[config.mk]
export PLATFORM = sky130hd
export DESIGN_NAME = pci_pm_function_config_space_core
export DESIGN_NICKNAME = d
export VERILOG_FILES = /design/src/rtl/core/pcipm_pkg.sv /design/src/rtl/core/pcipm_regs.sv /design/src/rtl/core/pcipm_decode.sv /design/src/rtl/core/pci_pm_function_config_space_core.sv
export SDC_FILE = /design/constraint.sdc
export NUM_CORES = 1
export LEC_CHECK = 0
export BUFFER_PORTS_ARGS = -buffer_cell sky130_fd_sc_hd__buf_2
export CAP_MARGIN = 20
export CORE_MARGIN = 10
export CORE_UTILIZATION = 45
export DETAILED_ROUTE_END_ITERATION = 6
export PLACE_DENSITY = 0.65
export RECOVER_POWER = 25
export SLEW_MARGIN = 20
export SYNTH_ARGS = -nofsm -noshare
export SYNTH_HDL_FRONTEND = slang
export SYNTH_SLANG_ARGS = --single-unit
[constraint.sdc]
create_clock -name i_clk -period 3.7 [get_ports i_clk]
set_input_delay 0 -clock i_clk [delete_from_list [all_inputs] [get_ports i_clk]]
set_output_delay 0 -clock i_clk [all_outputs]
set_load 0.01 [all_outputs]
[src/rtl/core/pcipm_pkg.sv]
// Shared types, codes and constants of the PM function configuration space.
`default_nettype none
package pcipm_pkg;

    typedef enum logic [1:0] {
        MODE_CFG_RD = 2'd0,
        MODE_CFG_WR = 2'd1,
        MODE_IO_RD  = 2'd2,
        MODE_IO_WR  = 2'd3
    } t_mode;

    localparam logic [1:0] SIZE_BYTE = 2'd0;
    localparam logic [1:0] SIZE_HALF = 2'd1;
    localparam logic [1:0] SIZE_WORD = 2'd2;
    localparam logic [1:0] SIZE_ALT  = 2'd3;

    localparam logic [15:0] VENDOR_ID  = 16'h8086;
    localparam logic [15:0] DEVICE_ID  = 16'h7113;
    localparam logic [7:0]  CLASS_BASE = 8'h06;
    localparam logic [7:0]  CLASS_SUB  = 8'h80;
    localparam logic [7:0]  INT_PIN    = 8'h01;
    localparam logic [15:0] CMD_MASK   = 16'h021F;
    localparam logic [15:0] PMBA_MASK  = 16'hFFC0;
    localparam logic [15:0] SMBBA_MASK = 16'hFFF0;
    localparam logic [16:0] PM_SPAN    = 17'h00038;
    localparam logic [16:0] SMB_SPAN   = 17'h0000E;
    localparam logic [16:0] PMTMR_OFS  = 17'h00008;

    // Config register indexes, each in units of its access size
    localparam logic [7:0] A8_INT_LINE  = 8'h3C;
    localparam logic [7:0] A8_INT_PIN   = 8'h3D;
    localparam logic [7:0] A8_PM_EN     = 8'h80;
    localparam logic [7:0] A8_SMB_HCFG  = 8'hD2;
    localparam logic [7:0] A16_COMMAND  = 8'h02;
    localparam logic [7:0] A32_PM_BASE  = 8'h10;
    localparam logic [7:0] A32_SMB_BASE = 8'h24;

    typedef struct packed {
        logic [15:0] command_reg;
        logic [7:0]  interrupt_line;
        logic        pm_io_enable;
        logic [15:0] pm_base;
        logic [15:0] smbus_base;
        logic [7:0]  smbus_host_cfg;
    } t_reg_state;

    typedef struct packed {
        logic        we_command;
        logic        we_int_line;
        logic        we_pm_en;
        logic        we_pm_base;
        logic        we_smb_base;
        logic        we_smb_hcfg;
        logic [31:0] data;
    } t_reg_wr;

endpackage
`default_nettype wire

[src/rtl/core/pcipm_regs.sv]
// Stored configuration registers with masked writes.
`default_nettype none
module pcipm_regs
    import pcipm_pkg::*;
(
    input  wire logic       i_clk,
    input  wire logic       i_rst_n,
    input  wire logic       i_commit,
    input  wire t_reg_wr    i_wr,
    output t_reg_state      o_state
);

    t_reg_state r_state;
    t_reg_state n_state;

    always_comb begin
        n_state = r_state;
        if (i_commit) begin
            if (i_wr.we_command)  n_state.command_reg    = i_wr.data[15:0] & CMD_MASK;
            if (i_wr.we_int_line) n_state.interrupt_line = i_wr.data[7:0];
            if (i_wr.we_pm_en)    n_state.pm_io_enable   = i_wr.data[0];
            if (i_wr.we_pm_base)  n_state.pm_base        = i_wr.data[15:0] & PMBA_MASK;
            if (i_wr.we_smb_base) n_state.smbus_base     = i_wr.data[15:0] & SMBBA_MASK;
            if (i_wr.we_smb_hcfg) n_state.smbus_host_cfg = i_wr.data[7:0];
        end
    end

    always_ff @(posedge i_clk) begin
        if (!i_rst_n) begin
            r_state <= '0;
        end else begin
            r_state <= n_state;
        end
    end

    assign o_state = r_state;

endmodule
`default_nettype wire

[src/rtl/core/pcipm_decode.sv]
// Config and I/O address decode: read data, claim, flag and write strobes.
`default_nettype none
module pcipm_decode
    import pcipm_pkg::*;
(
    input  wire logic [1:0]  i_mode,
    input  wire logic [1:0]  i_size,
    input  wire logic [15:0] i_address,
    input  wire logic [31:0] i_write_data,
    input  wire logic [31:0] i_timer_value,
    input  wire t_reg_state  i_state,
    output logic [31:0]      o_read_data,
    output logic             o_claimed,
    output logic             o_unimplemented,
    output t_reg_wr          o_wr
);

    logic [1:0]  sz;
    logic [7:0]  a;
    logic        hi;
    logic [16:0] port;
    logic [16:0] pm_lo;
    logic [16:0] smb_lo;
    logic        in_pm;
    logic        in_smb;
    logic        ok;
    logic [31:0] rd;
    logic [31:0] ones;

    assign sz     = (i_size == SIZE_ALT) ? SIZE_WORD : i_size;
    assign a      = i_address[7:0];
    assign hi     = |i_address[15:8];
    assign port   = {1'b0, i_address};
    assign pm_lo  = {1'b0, i_state.pm_base};
    assign smb_lo = {1'b0, i_state.smbus_base};
    assign in_pm  = i_state.pm_io_enable && (port >= pm_lo) && (port < pm_lo + PM_SPAN);
    assign in_smb = i_state.command_reg[0] && (port >= smb_lo) && (port < smb_lo + SMB_SPAN);

    always_comb begin
        case (sz)
            SIZE_BYTE: ones = 32'h0000_00FF;
            SIZE_HALF: ones = 32'h0000_FFFF;
            default:   ones = 32'hFFFF_FFFF;
        endcase
    end

    always_comb begin
        rd                  = '0;
        ok                  = 1'b1;
        o_claimed           = 1'b0;
        o_wr                = '0;
        o_wr.data           = i_write_data;
        case (t_mode'(i_mode))
            MODE_CFG_RD: begin
                o_claimed = 1'b1;
                if (hi) begin
                    ok = 1'b0;
                    rd = ones;
                end else if (sz == SIZE_BYTE) begin
                    if (a <= 8'h01)       rd = {24'h0, a[0] ? VENDOR_ID[15:8] : VENDOR_ID[7:0]};
                    else if (a <= 8'h03)  rd = {24'h0, a[0] ? DEVICE_ID[15:8] : DEVICE_ID[7:0]};
                    else if (a == 8'h08 || a == 8'h09 || a == 8'h0E) rd = '0;
                    else if (a == 8'h0A)  rd = {24'h0, CLASS_SUB};
                    else if (a == 8'h0B)  rd = {24'h0, CLASS_BASE};
                    else if (a >= 8'h0F && a <= 8'h3B) rd = '0;
                    else if (a == A8_INT_LINE) rd = {24'h0, i_state.interrupt_line};
                    else if (a == A8_INT_PIN)  rd = {24'h0, INT_PIN};
                    else if (a == A8_PM_EN)    rd = {31'h0, i_state.pm_io_enable};
                    else if (a == A8_SMB_HCFG) rd = {24'h0, i_state.smbus_host_cfg};
                    else begin
                        ok = 1'b0;
                        rd = ones;
                    end
                end else if (sz == SIZE_HALF) begin
                    if (a == 8'h00)             rd = {16'h0, VENDOR_ID};
                    else if (a == 8'h01)        rd = {16'h0, DEVICE_ID};
                    else if (a == A16_COMMAND)  rd = {16'h0, i_state.command_reg};
                    else if (a == 8'h04)        rd = '0;
                    else if (a == 8'h05)        rd = {16'h0, CLASS_BASE, CLASS_SUB};
                    else if (a >= 8'h08 && a <= 8'h1D) rd = '0;
                    else begin
                        ok = 1'b0;
                        rd = ones;
                    end
                end else begin
                    if (a == 8'h00)              rd = {DEVICE_ID, VENDOR_ID};
                    else if (a == 8'h02)         rd = {CLASS_BASE, CLASS_SUB, 16'h0};
                    else if (a >= 8'h04 && a <= 8'h0E) rd = '0;
                    else if (a == A32_PM_BASE)   rd = {16'h0, i_state.pm_base[15:1], 1'b1};
                    else if (a == A32_SMB_BASE)  rd = {16'h0, i_state.smbus_base[15:1], 1'b1};
                    else begin
                        ok = 1'b0;
                        rd = ones;
                    end
                end
            end
            MODE_CFG_WR: begin
                o_claimed = 1'b1;
                if (hi) begin
                    ok = 1'b0;
                end else if (sz == SIZE_BYTE) begin
                    if (a <= 8'h03 || a == 8'h09 || a == 8'h0A || a == 8'h0B || a == 8'h0E ||
                        (a >= 8'h0F && a <= 8'h3B) || a == A8_INT_PIN) ok = 1'b1;
                    else if (a == A8_INT_LINE) o_wr.we_int_line = 1'b1;
                    else if (a == A8_PM_EN)    o_wr.we_pm_en    = 1'b1;
                    else if (a == A8_SMB_HCFG) o_wr.we_smb_hcfg = 1'b1;
                    else ok = 1'b0;
                end else if (sz == SIZE_HALF) begin
                    if (a == 8'h00 || a == 8'h01 || a == 8'h05 || (a >= 8'h08 && a <= 8'h1D))
                        ok = 1'b1;
                    else if (a == A16_COMMAND) o_wr.we_command = 1'b1;
                    else ok = 1'b0;
                end else begin
                    if (a == 8'h00 || (a >= 8'h04 && a <= 8'h0E)) ok = 1'b1;
                    else if (a == A32_PM_BASE)  o_wr.we_pm_base  = 1'b1;
                    else if (a == A32_SMB_BASE) o_wr.we_smb_base = 1'b1;
                    else ok = 1'b0;
                end
            end
            default: begin
                // PM window wins over the SMBus window
                if (in_pm) begin
                    o_claimed = 1'b1;
                    if (t_mode'(i_mode) == MODE_IO_RD && sz == SIZE_WORD &&
                        port == pm_lo + PMTMR_OFS) rd = i_timer_value;
                    else ok = 1'b0;
                end else if (in_smb) begin
                    o_claimed = 1'b1;
                    ok        = 1'b0;
                end
            end
        endcase
    end

    assign o_read_data     = rd;
    assign o_unimplemented = !ok;

endmodule
`default_nettype wire

[src/rtl/core/pci_pm_function_config_space_core.sv]
// Top level: input register, decode and register file, result register.
//
// channel  dir  handshake                      payload
// s_axis   in   s_axis_tvalid/s_axis_tready    tdata: size, address, write_data, timer_value
//                                              tuser: mode
// m_axis   out  m_axis_tvalid/m_axis_tready    tdata: read_data; tuser: claimed, unimplemented
//
// One transaction per cycle while the result side is not stalled; an accepted
// transaction passes from the input register into the result register. Register
// writes take effect when the transaction moves into the result register, so the following transaction sees them.
// Reset clears the stored registers and both valid flags.
// A stalled result holds the input register, which then holds s_axis_tready low.
`default_nettype none
module pci_pm_function_config_space_core
    import pcipm_pkg::*;
(
    input  wire logic        i_clk,
    input  wire logic        i_rst_n,
    input  wire logic        s_axis_tvalid,
    output logic             s_axis_tready,
    input  wire logic [87:0] s_axis_tdata,  // size[1:0], address[17:2], write_data[49:18],
                                            // timer_value[81:50], zero fill
    input  wire logic [1:0]  s_axis_tuser,  // mode[1:0]
    output logic             m_axis_tvalid,
    input  wire logic        m_axis_tready,
    output logic [31:0]      m_axis_tdata,  // read_data[31:0]
    output logic [1:0]       m_axis_tuser   // claimed[0], unimplemented[1]
);

    logic        r_in_valid;
    logic [1:0]  r_mode;
    logic [1:0]  r_size;
    logic [15:0] r_address;
    logic [31:0] r_write_data;
    logic [31:0] r_timer_value;
    logic        r_out_valid;
    logic [31:0] r_read_data;
    logic        r_claimed;
    logic        r_unimpl;

    logic        n_read_data_valid;
    logic        advance;
    logic [31:0] dec_read_data;
    logic        dec_claimed;
    logic        dec_unimpl;
    t_reg_wr     dec_wr;
    t_reg_state  reg_state;

    assign advance           = r_in_valid && (!r_out_valid || m_axis_tready);
    assign s_axis_tready     = !r_in_valid || advance;
    assign n_read_data_valid = advance || (r_out_valid && !m_axis_tready);

    pcipm_decode u_decode (
        .i_mode          (r_mode),
        .i_size          (r_size),
        .i_address       (r_address),
        .i_write_data    (r_write_data),
        .i_timer_value   (r_timer_value),
        .i_state         (reg_state),
        .o_read_data     (dec_read_data),
        .o_claimed       (dec_claimed),
        .o_unimplemented (dec_unimpl),
        .o_wr            (dec_wr)
    );

    pcipm_regs u_regs (
        .i_clk    (i_clk),
        .i_rst_n  (i_rst_n),
        .i_commit (advance),
        .i_wr     (dec_wr),
        .o_state  (reg_state)
    );

    always_ff @(posedge i_clk) begin
        if (!i_rst_n) begin
            r_in_valid  <= 1'b0;
            r_out_valid <= 1'b0;
        end else begin
            if (s_axis_tready) r_in_valid <= s_axis_tvalid;
            r_out_valid <= n_read_data_valid;
        end
        if (s_axis_tready && s_axis_tvalid) begin
            r_mode        <= s_axis_tuser;
            r_size        <= s_axis_tdata[1:0];
            r_address     <= s_axis_tdata[17:2];
            r_write_data  <= s_axis_tdata[49:18];
            r_timer_value <= s_axis_tdata[81:50];
        end
        if (advance) begin
            r_read_data <= dec_read_data;
            r_claimed   <= dec_claimed;
            r_unimpl    <= dec_unimpl;
        end
    end

    assign m_axis_tvalid = r_out_valid;
    assign m_axis_tdata  = r_read_data;
    assign m_axis_tuser  = {r_unimpl, r_claimed};

endmodule
`default_nettype wire

==> results of run 1 <==
==> stage by stage <==
| step | util (%) | hold WS [ps] |
|---|---|---|
| 5_1_grt | 59.3 | 203 |
| 3_3_place_gp | 50.7 | 176 |
| 3_5_place_dp | 50.7 | 178 |
| 4_1_cts | 59.4 | 127 |
| 2_1_floorplan | - | 98.9 |
| 6_report | 59.3 | 131 |
==> worst register-to-register path, stage by stage (launching register included) <==
cell       delay (ps)
edfxtp_1          760
nand4_1           290
a2111oi_0         790
nor3_1            170
a21boi_0          210
nor4_1            480
o21ai_0           130
==> kinds of logic (layout without fill, tap and decap cells) <==
| kind of cell | Yosys count | after routing | synth area share (%) |
|---|---|---|---|
| buf+inv | 67 | 253 | 4.05 |
| fa+ha+maj | 24 | 24 | 4.29 |
| compound gates | 142 | 142 | 14.1 |
| flops | 149 | 149 | 57.1 |
| simple gates | 199 | 199 | 15.8 |
| mux | 32 | 32 | 4.57 |
| xor+xnor | 1 | 1 | 0.125 |
==> layer usage <==
metal	share of wire, %	GRT usage (%)	wire length, µm
met5	0	0	0
met4	2.4	7.39	484
met3	6.6	5.22	1360
met2	49	32.1	9950
met1	42	24.4	8670
==> cells in the final DEF, fill, tap and decap left out, types with 6 or more instances in the layout <==
master         instances
a21boi_0              16
a21o_1                24
a21oi_1               27
a31oi_1                7
buf_2                 99
buf_4                 12
clkbuf_1               9
clkbuf_16             19
dfxtp_1               47
dlygate4sd3_1         71
edfxtp_1             102
ha_1                  24
inv_1                 31
mux2i_1               32
nand2_1               64
nand3_1               12
nand4_1                6
nor2_1                15
nor2b_1               38
nor3_1                10
nor4_1                 8
o211ai_1               7
o21ai_0               21
o221ai_1               8
==> sequential cells by signal (all words and copies together) (netlist names) <==
name / flops
r_in_valid: 1
r_claimed: 1
u_regs.o_state: 45
r_write_data: 16
m_axis_tdata: 32
m_axis_tvalid: 1
r_size: 2
r_address: 16
r_unimpl: 1
r_mode: 2
r_timer_value: 32
==> synth_stat cells, types with 8 or more instances <==
cell type	instances
edfxtp_1	102
nand2_1	64
dfxtp_1	47
nor2b_1	39
mux2i_1	32
inv_1	31
a21oi_1	27
a21o_1	24
ha_1	24
clkbuf_1	22
o21ai_0	21
a21boi_0	16
nor2_1	15
nand3_1	12
nor3_1	10
buf_2	8
nor4_1	8
o221ai_1	8
==> where the power goes <==
| part | switching (mW) | total (mW) | internal (mW) |
|---|---|---|---|
| logic | 0.160 | 0.314 | 0.154 |
| clock network | 0.668 | 1.76 | 1.09 |
| registers | 0.0525 | 1.91 | 1.86 |
==> final cells by class <==
| cell class | count | share of cell area [%] |
|---|---|---|
| multi-input combinational | 398 | 30.1 |
| inverter | 31 | 1.29 |
| timing repair buffer | 190 | 14.7 |
| sequential | 149 | 44.2 |
| clock inverter | 10 | 1.27 |
| clock buffer | 22 | 5.49 |
| tap | 211 | 2.92 |
==> worst paths after layout <==
check,from,to,slack (ps),depth (start not counted)
max,r_address[2],m_axis_tdata[4],620,6
min reg2reg,u_regs.o_state[17],u_regs.o_state[17],480,2
min,i_rst_n,m_axis_tvalid,130,2
max reg2reg,r_address[2],m_axis_tdata[4],620,6
==> repair_timing <==
action,4_1_cts,5_1_grt
hold buffers,71,0
hold endpoints to repair,70,0
gates resized for setup,0,0
==> summary.txt, run 1 <==
Global route
  – Initial antenna violation count: 0
  – First-pass GRT wire length: 31,300 µm
  – Overflow after GRT: 0
  – Largest net degree at the start of global routing: 48
  – Gr usage total: 19.7%
  – Vias in the first global route: 5,740

Synth
  – Synth area leader: edfxtp_1
  – Synth Warn #: 0
  – Main synth FF type: edfxtp_1
  – Top area cells in the synthesized netlist: edfxtp_1 (44%), dfxtp_1 (13%), mux2i_1 (4.6%)
  – Post-synth EDFFs: 102
  – Number of synthesized register bits: 149
  – Synth top area share: 43.7%
  – Mapped Cells: 614
  – Syn Nets: 732
  – Async S/R FF share, synth: 0%
  – Register area share after synthesis: 57.1%
  – Cell Area, Synth: 7010 µm²
  – Distinct cells, synth: 62
  – Syn Area/Cell: 11.4 µm²

Finish
  – Cell area after layout: 9050 µm²
  – Final nets: 905
  – Area of the multi-input gates: 2730 µm²
  – Register cell area after layout: 4000 µm²
  – Synth-to-Final Area Change: 29.2%
  – Fill cells: 1,265
  – Fin cells: 1,011
  – Layout cells sized above 1: 20.4%
  – Number of inserted diodes: 0

Worst setup path
  – Max FO, Critical Path: 18
  – Req. time, crit path: 3850 ps
  – CP cell instances: nand4_1 > a2111oi_0 > nor3_1 > a21boi_0 > nor4_1 > o21ai_0
  – CP top delay family: compound AO/OA/AOI/OAI gates
  – CP arrival: 3240 ps
  – CP Class: reg -> reg
  – Startpoint types: flop
  – Endpoint type of the worst setup path: flop
  – Crit path buf inv count: 0
  – Max incr delay on CP: 790 ps
  – CP max-delay cell: a2111oi_0

Die
  – Die area: 21,000 µm²
  – Die width: 145 µm
  – Total core area: 15,300 µm²
  – Die H: 145 µm
  – # IOs: 130
  – Row count: 45
  – Initial core utilization: 45.9%

Detailed routing
  – First drt pass iteration count: 6
  – DRC violations left: 0
  – WL final: 20,500 µm
  – Drt initial violations: 471
  – Vias per cell: 5.48
  – Antenna Nets Post-Route: 0
  – WL/cell: 20.2 µm
  – Total vias in the final route: 5,542

Power
  – Power Density: 440 nW/µm²
  – Pwr Total: 3.98 mW
  – Leakage Power: 3.48 nW
  – Peak VDD IR: 0.435 mV

CTS
  – Worst-skew pair later-pin latency: 430 ps
  – Clock Tree Buf Depth: 2
  – Clk slew on worst S/H paths: 60 ps
  – Number of setup buffers added after CTS: 0
  – H-tree depth: 4
  – CTS tree: done
  – Number of buffers created by CTS: 17
  – Total clock sinks: 149
  – Root buf cell: clkbuf_16

Timing
  – RSZ-0062 raised after global routing: no
  – Period utilization: 83.3%
  – Worst slew pin tran: 792 ps
  – Max_slew headroom: 45.8%
  – Fin Setup TNS: 0 ps
  – Tmin final: 3080 ps
  – Setup Skew: 8.24 ps
  – Final hold vios: 0
  – Worst Slack Setup Final: 618 ps
  – Final Slew Violations: 0
  – Final setup violating endpoints: 0
  – Fmax: 0.325 GHz

Placed design
  – Placed Cells: 908
  – Placer Congestion: 0.948
  – DP HPWL: 14,500 µm
  – DP Area: 7740 µm²
  – Port Buffers: 107
  – Setup WS pre-CTS: 763 ps

Run
  – # Max-Cap Violations: 0

Run status
  – Run status: completed

Min path
  – HP Class: in -> reg
Power figures use the tool's default switching activity.
==> inputs of run 2 (changes only) <==
- PLACE_DENSITY: 0.65 -> 0.63
- clock period: 3.7 -> 3 ns (I/O delays scaled with it)
==> summary.txt, run 2 (synthesis results as in run 1) <==
Run status
  – Run status: completed

Finish
  – Number of flip-flops in the largest register: 45 (unchanged)
  – Most common cell after layout, fill and taps aside: edfxtp_1
  – Final nets: 923 (+2.0%)
  – Layout cells sized above 1: 22.0% (+1.6 points)
  – Synth-to-Final Area Change: 30.8%
  – Commonest non-fill, non-tap cells in the layout: edfxtp_1 (102), buf_2 (100), dlygate4sd3_1 (71)

Detailed routing
  – Antenna Nets Post-Route: 0 (unchanged)
  – Drt initial violations: 455 (-3.4%)
  – WL final: 20,300 µm (-0.91%)
  – Vias per cell: 5.36 (-2.2%)
  – First drt pass iteration count: 5 (-1)
  – DRC violations left: 0 (unchanged)
  – WL/cell: 19.7 µm (-2.7%)
  – Total vias in the final route: 5,520 (-0.40%)

Run
  – # Max-Cap Violations: 0 (unchanged)

Die
  – Row count: 45 (unchanged)
  – Initial core utilization: 45.9% (unchanged)
  – Total core area: 15,300 µm² (unchanged)
  – # IOs: 130 (unchanged)
  – Die area: 21,000 µm² (unchanged)
  – Die H: 145 µm (unchanged)
  – Die width: 145 µm (unchanged)

Timing
  – Worst Slack Setup Final: 211 ps (-407 ps)
  – Final hold vios: 0 (unchanged)
  – RSZ-0062 raised after global routing: no
  – Period utilization: 93.0% (+9.7 points)
  – Worst slew pin tran: 690 ps (-102 ps)
  – Final setup violating endpoints: 0 (unchanged)
  – Tmin final: 2790 ps (-293 ps)
  – Fmax: 0.359 GHz (+10%)
  – Final Slew Violations: 0 (unchanged)
  – Max_slew headroom: 53.8% (+8.0 points)
  – Fin Setup TNS: 0 ps (unchanged)
  – Setup Skew: 11.6 ps (+3.32 ps)

Power
  – Leakage Power: 3.55 nW (+2.0%)
  – Peak VDD IR: 0.441 mV (+1.6%)
  – Power Density: 524 nW/µm² (+19%)

Placed design
  – DP HPWL: 14,500 µm (+0.35%)
  – Port Buffers: 107 (unchanged)
  – Setup WS pre-CTS: 276 ps (-487 ps)
  – Placer Congestion: 0.963 (+1.6%)

CTS
  – Clk slew on worst S/H paths: 60 ps (about the same)
  – Root buf cell: clkbuf_16
  – Post-CTS resize count: 0 (unchanged)
  – H-tree depth: 4 (unchanged)
  – Number of buffers created by CTS: 17 (unchanged)
  – Total clock sinks: 149 (unchanged)
  – Worst-skew pair later-pin latency: 420 ps (about the same)
  – CTS tree: done
  – Clock Tree Buf Depth: 2 (unchanged)
  – Number of setup buffers added after CTS: 0 (unchanged)

Worst setup path
  – Endpoint type of the worst setup path: flop
  – Startpoint types: flop
  – CP Class: reg -> reg
  – CP arrival: 2930 ps (-310 ps)
  – Req. time, crit path: 3140 ps (-710 ps)
  – Max FO, Critical Path: 13 (-5)

Min path
  – HP Class: in -> reg

Global route
  – Vias in the first global route: 5,612 (-2.2%)
  – Overflow after GRT: 0 (unchanged)
  – Gr usage total: 19.6% (-0.082 points)
  – Largest net degree at the start of global routing: 48 (unchanged)
  – First-pass GRT wire length: 31,200 µm (-0.42%)
  – Initial antenna violation count: 0 (unchanged)
==> run 2: where the power goes <==
part	total (mW)	switching, mW	internal [mW]
Clock	2.05	0.837	1.22
Sequential	2.34	0.0560	2.29
Combinational	0.402	0.200	0.201
Total	4.80	1.09	3.71
==> run 2: routing by layer <==
layer	vias up	GRT usage (%)	wire [µm]
li1	2657	-	-
met1	2658	24.8	8810
met2	172	30.9	9510
met3	33	5.57	1430
met4	0	7.98	522
met5	-	0	0
==> run 2: layout make-up <==
class / count / area (µm²)
Antenna cell: 1 / 2.50
Clock buffer: 18 / 429
Clock inverter: 14 / 134
Fill cell: 1252 / 6090
Inverter: 31 / 116
Multi-Input combinational cell: 398 / 2730
Sequential cell: 149 / 4000
Tap cell: 211 / 264
Timing Repair Buffer: 208 / 1490
==> run 2: critical path, stage by stage (launching register included) <==
cell	delay (ps)
edfxtp_1	610
or4_4	580
a221oi_1	390
nor3_1	110
a21boi_0	170
nor4_1	490
o21ai_0	160
==> run 2: path summary, 6_finish.rpt <==
check / start / to / slack (ps) / cells after the start
worst max-delay path: r_address[6] / m_axis_tdata[4] / 210 / 6
worst min-delay path: i_rst_n / m_axis_tvalid / 130 / 2
worst max register to register: r_address[6] / m_axis_tdata[4] / 210 / 6
worst min register to register: u_regs.o_state[17] / u_regs.o_state[17] / 480 / 2
==> run 2: metrics by stage <==
stage	area, µm²	power (mW)	hold WS [ps]	utilization, %	instances
3_3_place_gp	7900	2.71	176	51.8	926
2_1_floorplan	7010	2.55	98.9	-	614
6_report	9170	4.80	135	60.1	1030
3_5_place_dp	7900	2.72	178	51.8	926
5_1_grt	9160	4.97	171	60.1	1029
4_1_cts	9170	4.84	128	60.1	1029
==> run 2: repair_timing <==
action,4_1_cts,5_1_grt
endpoints found under the setup margin,0,0
hold buffers,71,0
endpoints found under the hold margin,70,0
==> inputs of run 3 (changes only) <==
--- a/config.mk
+++ b/config.mk
@@ -9,6 +9,8 @@
 export CAP_MARGIN = 20
+export CELL_PAD_IN_SITES_DETAIL_PLACEMENT = 1
+export CELL_PAD_IN_SITES_GLOBAL_PLACEMENT = 2
 export CORE_MARGIN = 10
-export CORE_UTILIZATION = 45
+export CORE_UTILIZATION = 36
 export DETAILED_ROUTE_END_ITERATION = 6
-export PLACE_DENSITY = 0.63
+export PLACE_DENSITY = 0.75
 export RECOVER_POWER = 25
--- a/constraint.sdc
+++ b/constraint.sdc
@@ -3,2 +3,2 @@
 set_output_delay 0 -clock i_clk [all_outputs]
-set_load 0.01 [all_outputs]
+set_load 0.02 [all_outputs]
==> summary.txt, run 3 (synthesis results as in run 1) <==
Run status
  – Run status: completed

Timing
  – Max_slew headroom: 53.7% (-0.14 points)
  – Setup Skew: 14.3 ps (+2.78 ps)
  – Worst Slack Setup Final: 239 ps (+27.9 ps)
  – Final setup violating endpoints: 0 (unchanged)
  – Final Slew Violations: 0 (unchanged)
  – RSZ-0062 raised after global routing: no
  – Fmax: 0.362 GHz (+1.0%)
  – Tmin final: 2760 ps (-27.9 ps)
  – Period utilization: 92.0% (-0.93 points)
  – Worst slew pin tran: 695 ps (+5.36 ps)
  – Final hold vios: 0 (unchanged)
  – Fin Setup TNS: 0 ps (unchanged)

Detailed routing
  – Total vias in the final route: 5,634 (+2.1%)
  – WL final: 22,800 µm (+12%)
  – First drt pass iteration count: 5 (unchanged)
  – Antenna Nets Post-Route: 0 (unchanged)
  – Drt initial violations: 389 (-15%)
  – DRC violations left: 0 (unchanged)
  – Vias per cell: 5.21 (-2.8%)
  – WL/cell: 21.0 µm (+6.9%)

CTS
  – Clk slew on worst S/H paths: 70 ps (about the same)
  – Worst-skew pair later-pin latency: 430 ps (about the same)
  – CTS tree: done
  – Total clock sinks: 149 (unchanged)
  – Clock Tree Buf Depth: 2 (unchanged)
  – Number of buffers created by CTS: 17 (unchanged)
  – H-tree depth: 4 (unchanged)
  – Root buf cell: clkbuf_16

Placed design
  – Setup WS pre-CTS: 230 ps (-45.7 ps)
  – DP HPWL: 16,300 µm (+12%)
  – Port Buffers: 107 (unchanged)
  – DP Area: 7980 µm² (+1.0%)
  – Placer Congestion: 0.848 (-12%)

Die
  – Die H: 160 µm (+10%)
  – Die area: 25,400 µm² (+21%)
  – Row count: 50 (+11%)
  – # IOs: 130 (unchanged)
  – Total core area: 19,000 µm² (+24%)
  – Die width: 160 µm (+10%)
  – Initial core utilization: 37.0% (-9.0 points)

Finish
  – Number of flip-flops in the largest register: 45 (unchanged)
  – Commonest non-fill, non-tap cells in the layout: edfxtp_1 (102), buf_2 (97), dlygate4sd3_1 (70)
  – Final nets: 926 (+0.33%)
  – Fill cells: 2,055 (+64%)
  – Layout cells sized above 1: 22.4% (+0.41 points)
  – Cell area after layout: 9240 µm² (+0.78%)
  – Synth-to-Final Area Change: 31.8%
  – Most common cell after layout, fill and taps aside: edfxtp_1

Worst setup path
  – Endpoint type of the worst setup path: flop
  – Start of the worst register-to-register path: r_address[7]
  – Startpoint types: flop
  – Beginning of the critical path: r_address[7]
  – Req. time, crit path: 3150 ps (about the same)
  – Max FO, Critical Path: 12 (-1)
  – CP arrival: 2910 ps (-20 ps)
  – CP Class: reg -> reg

Global route
  – Overflow after GRT: 0 (unchanged)
  – Vias in the first global route: 6,198 (+10%)
  – Gr usage total: 17.9% (-1.7 points)
  – First-pass GRT wire length: 35,900 µm (+15%)
  – Largest net degree at the start of global routing: 48 (unchanged)
  – Initial antenna violation count: 1 (+1)

Min path
  – Hold wc startpoint: i_rst_n
  – HP Class: in -> reg

Power
  – Power Density: 523 nW/µm² (-0.20%)
  – Leakage Power: 3.54 nW (-0.19%)
  – Peak VDD IR: 0.350 mV (-21%)
  – Pwr Total: 4.83 mW (+0.58%)

Run
  – # Max-Cap Violations: 0 (unchanged)
==> run 3: final timing paths <==
kind / endpoint / slack, ps / cells past startpoint
setup / recovery: r_unimpl / 240 / 6
hold / removal: m_axis_tvalid / 150 / 2
setup reg to reg: r_unimpl / 240 / 6
hold reg to reg: u_regs.o_state[23] / 480 / 2
==> run 3: where the power goes <==
group	internal, mW	switching, mW
registers	2.29	0.0603
clock network	1.10	0.953
logic	0.200	0.229
==> run 3: timing repair <==
| action | 4_1_cts | 5_1_grt |
|---|---|---|
| hold buffers | 70 | 0 |
| buffers inserted | 0 | 0 |
| setup endpoints to repair | 0 | 6 |
| endpoints found under the hold margin | 70 | 0 |
| gates resized for setup | 0 | 1 |
==> run 3: layout make-up <==
class                   count  area, µm²  share of cell area [%]
diodes                      1       2.50                  0.0271
clock inverters            14        139                    1.50
inverters                  31        116                    1.26
flip-flops and latches    149       4000                    43.3
clock buffers              18        429                    4.65
repair buffers            211       1490                    16.1
well taps                 260        325                    3.52
multi-input cells         398       2730                    29.6
==> run 3: per-layer routing <==
layer / share of wire [%] / track usage [%] / vias to the layer above
met2: 48 / 29.8 / 181
li1: - / - / 2665
met5: 0 / 0 / -
met4: 2.0 / 5.98 / 0
met1: 45 / 22.6 / 2763
met3: 4.8 / 3.51 / 25
==> run 3: metrics by stage <==
step	hold slack (ps)	util, %	cells
finish	150	48.7	1082
global route	209	48.7	1082
CTS	162	48.8	1081
detailed placement	178	42.1	979
global placement	176	42.1	979
floorplan	98.9	-	614
==> run 3: critical path, cell delays in order, from the launching register on <==
cell      delay, ps
edfxtp_1        610
or4_4           650
or3_4           440
nand3_1          80
o21ai_0         160
o41ai_1         390
o211ai_1        150
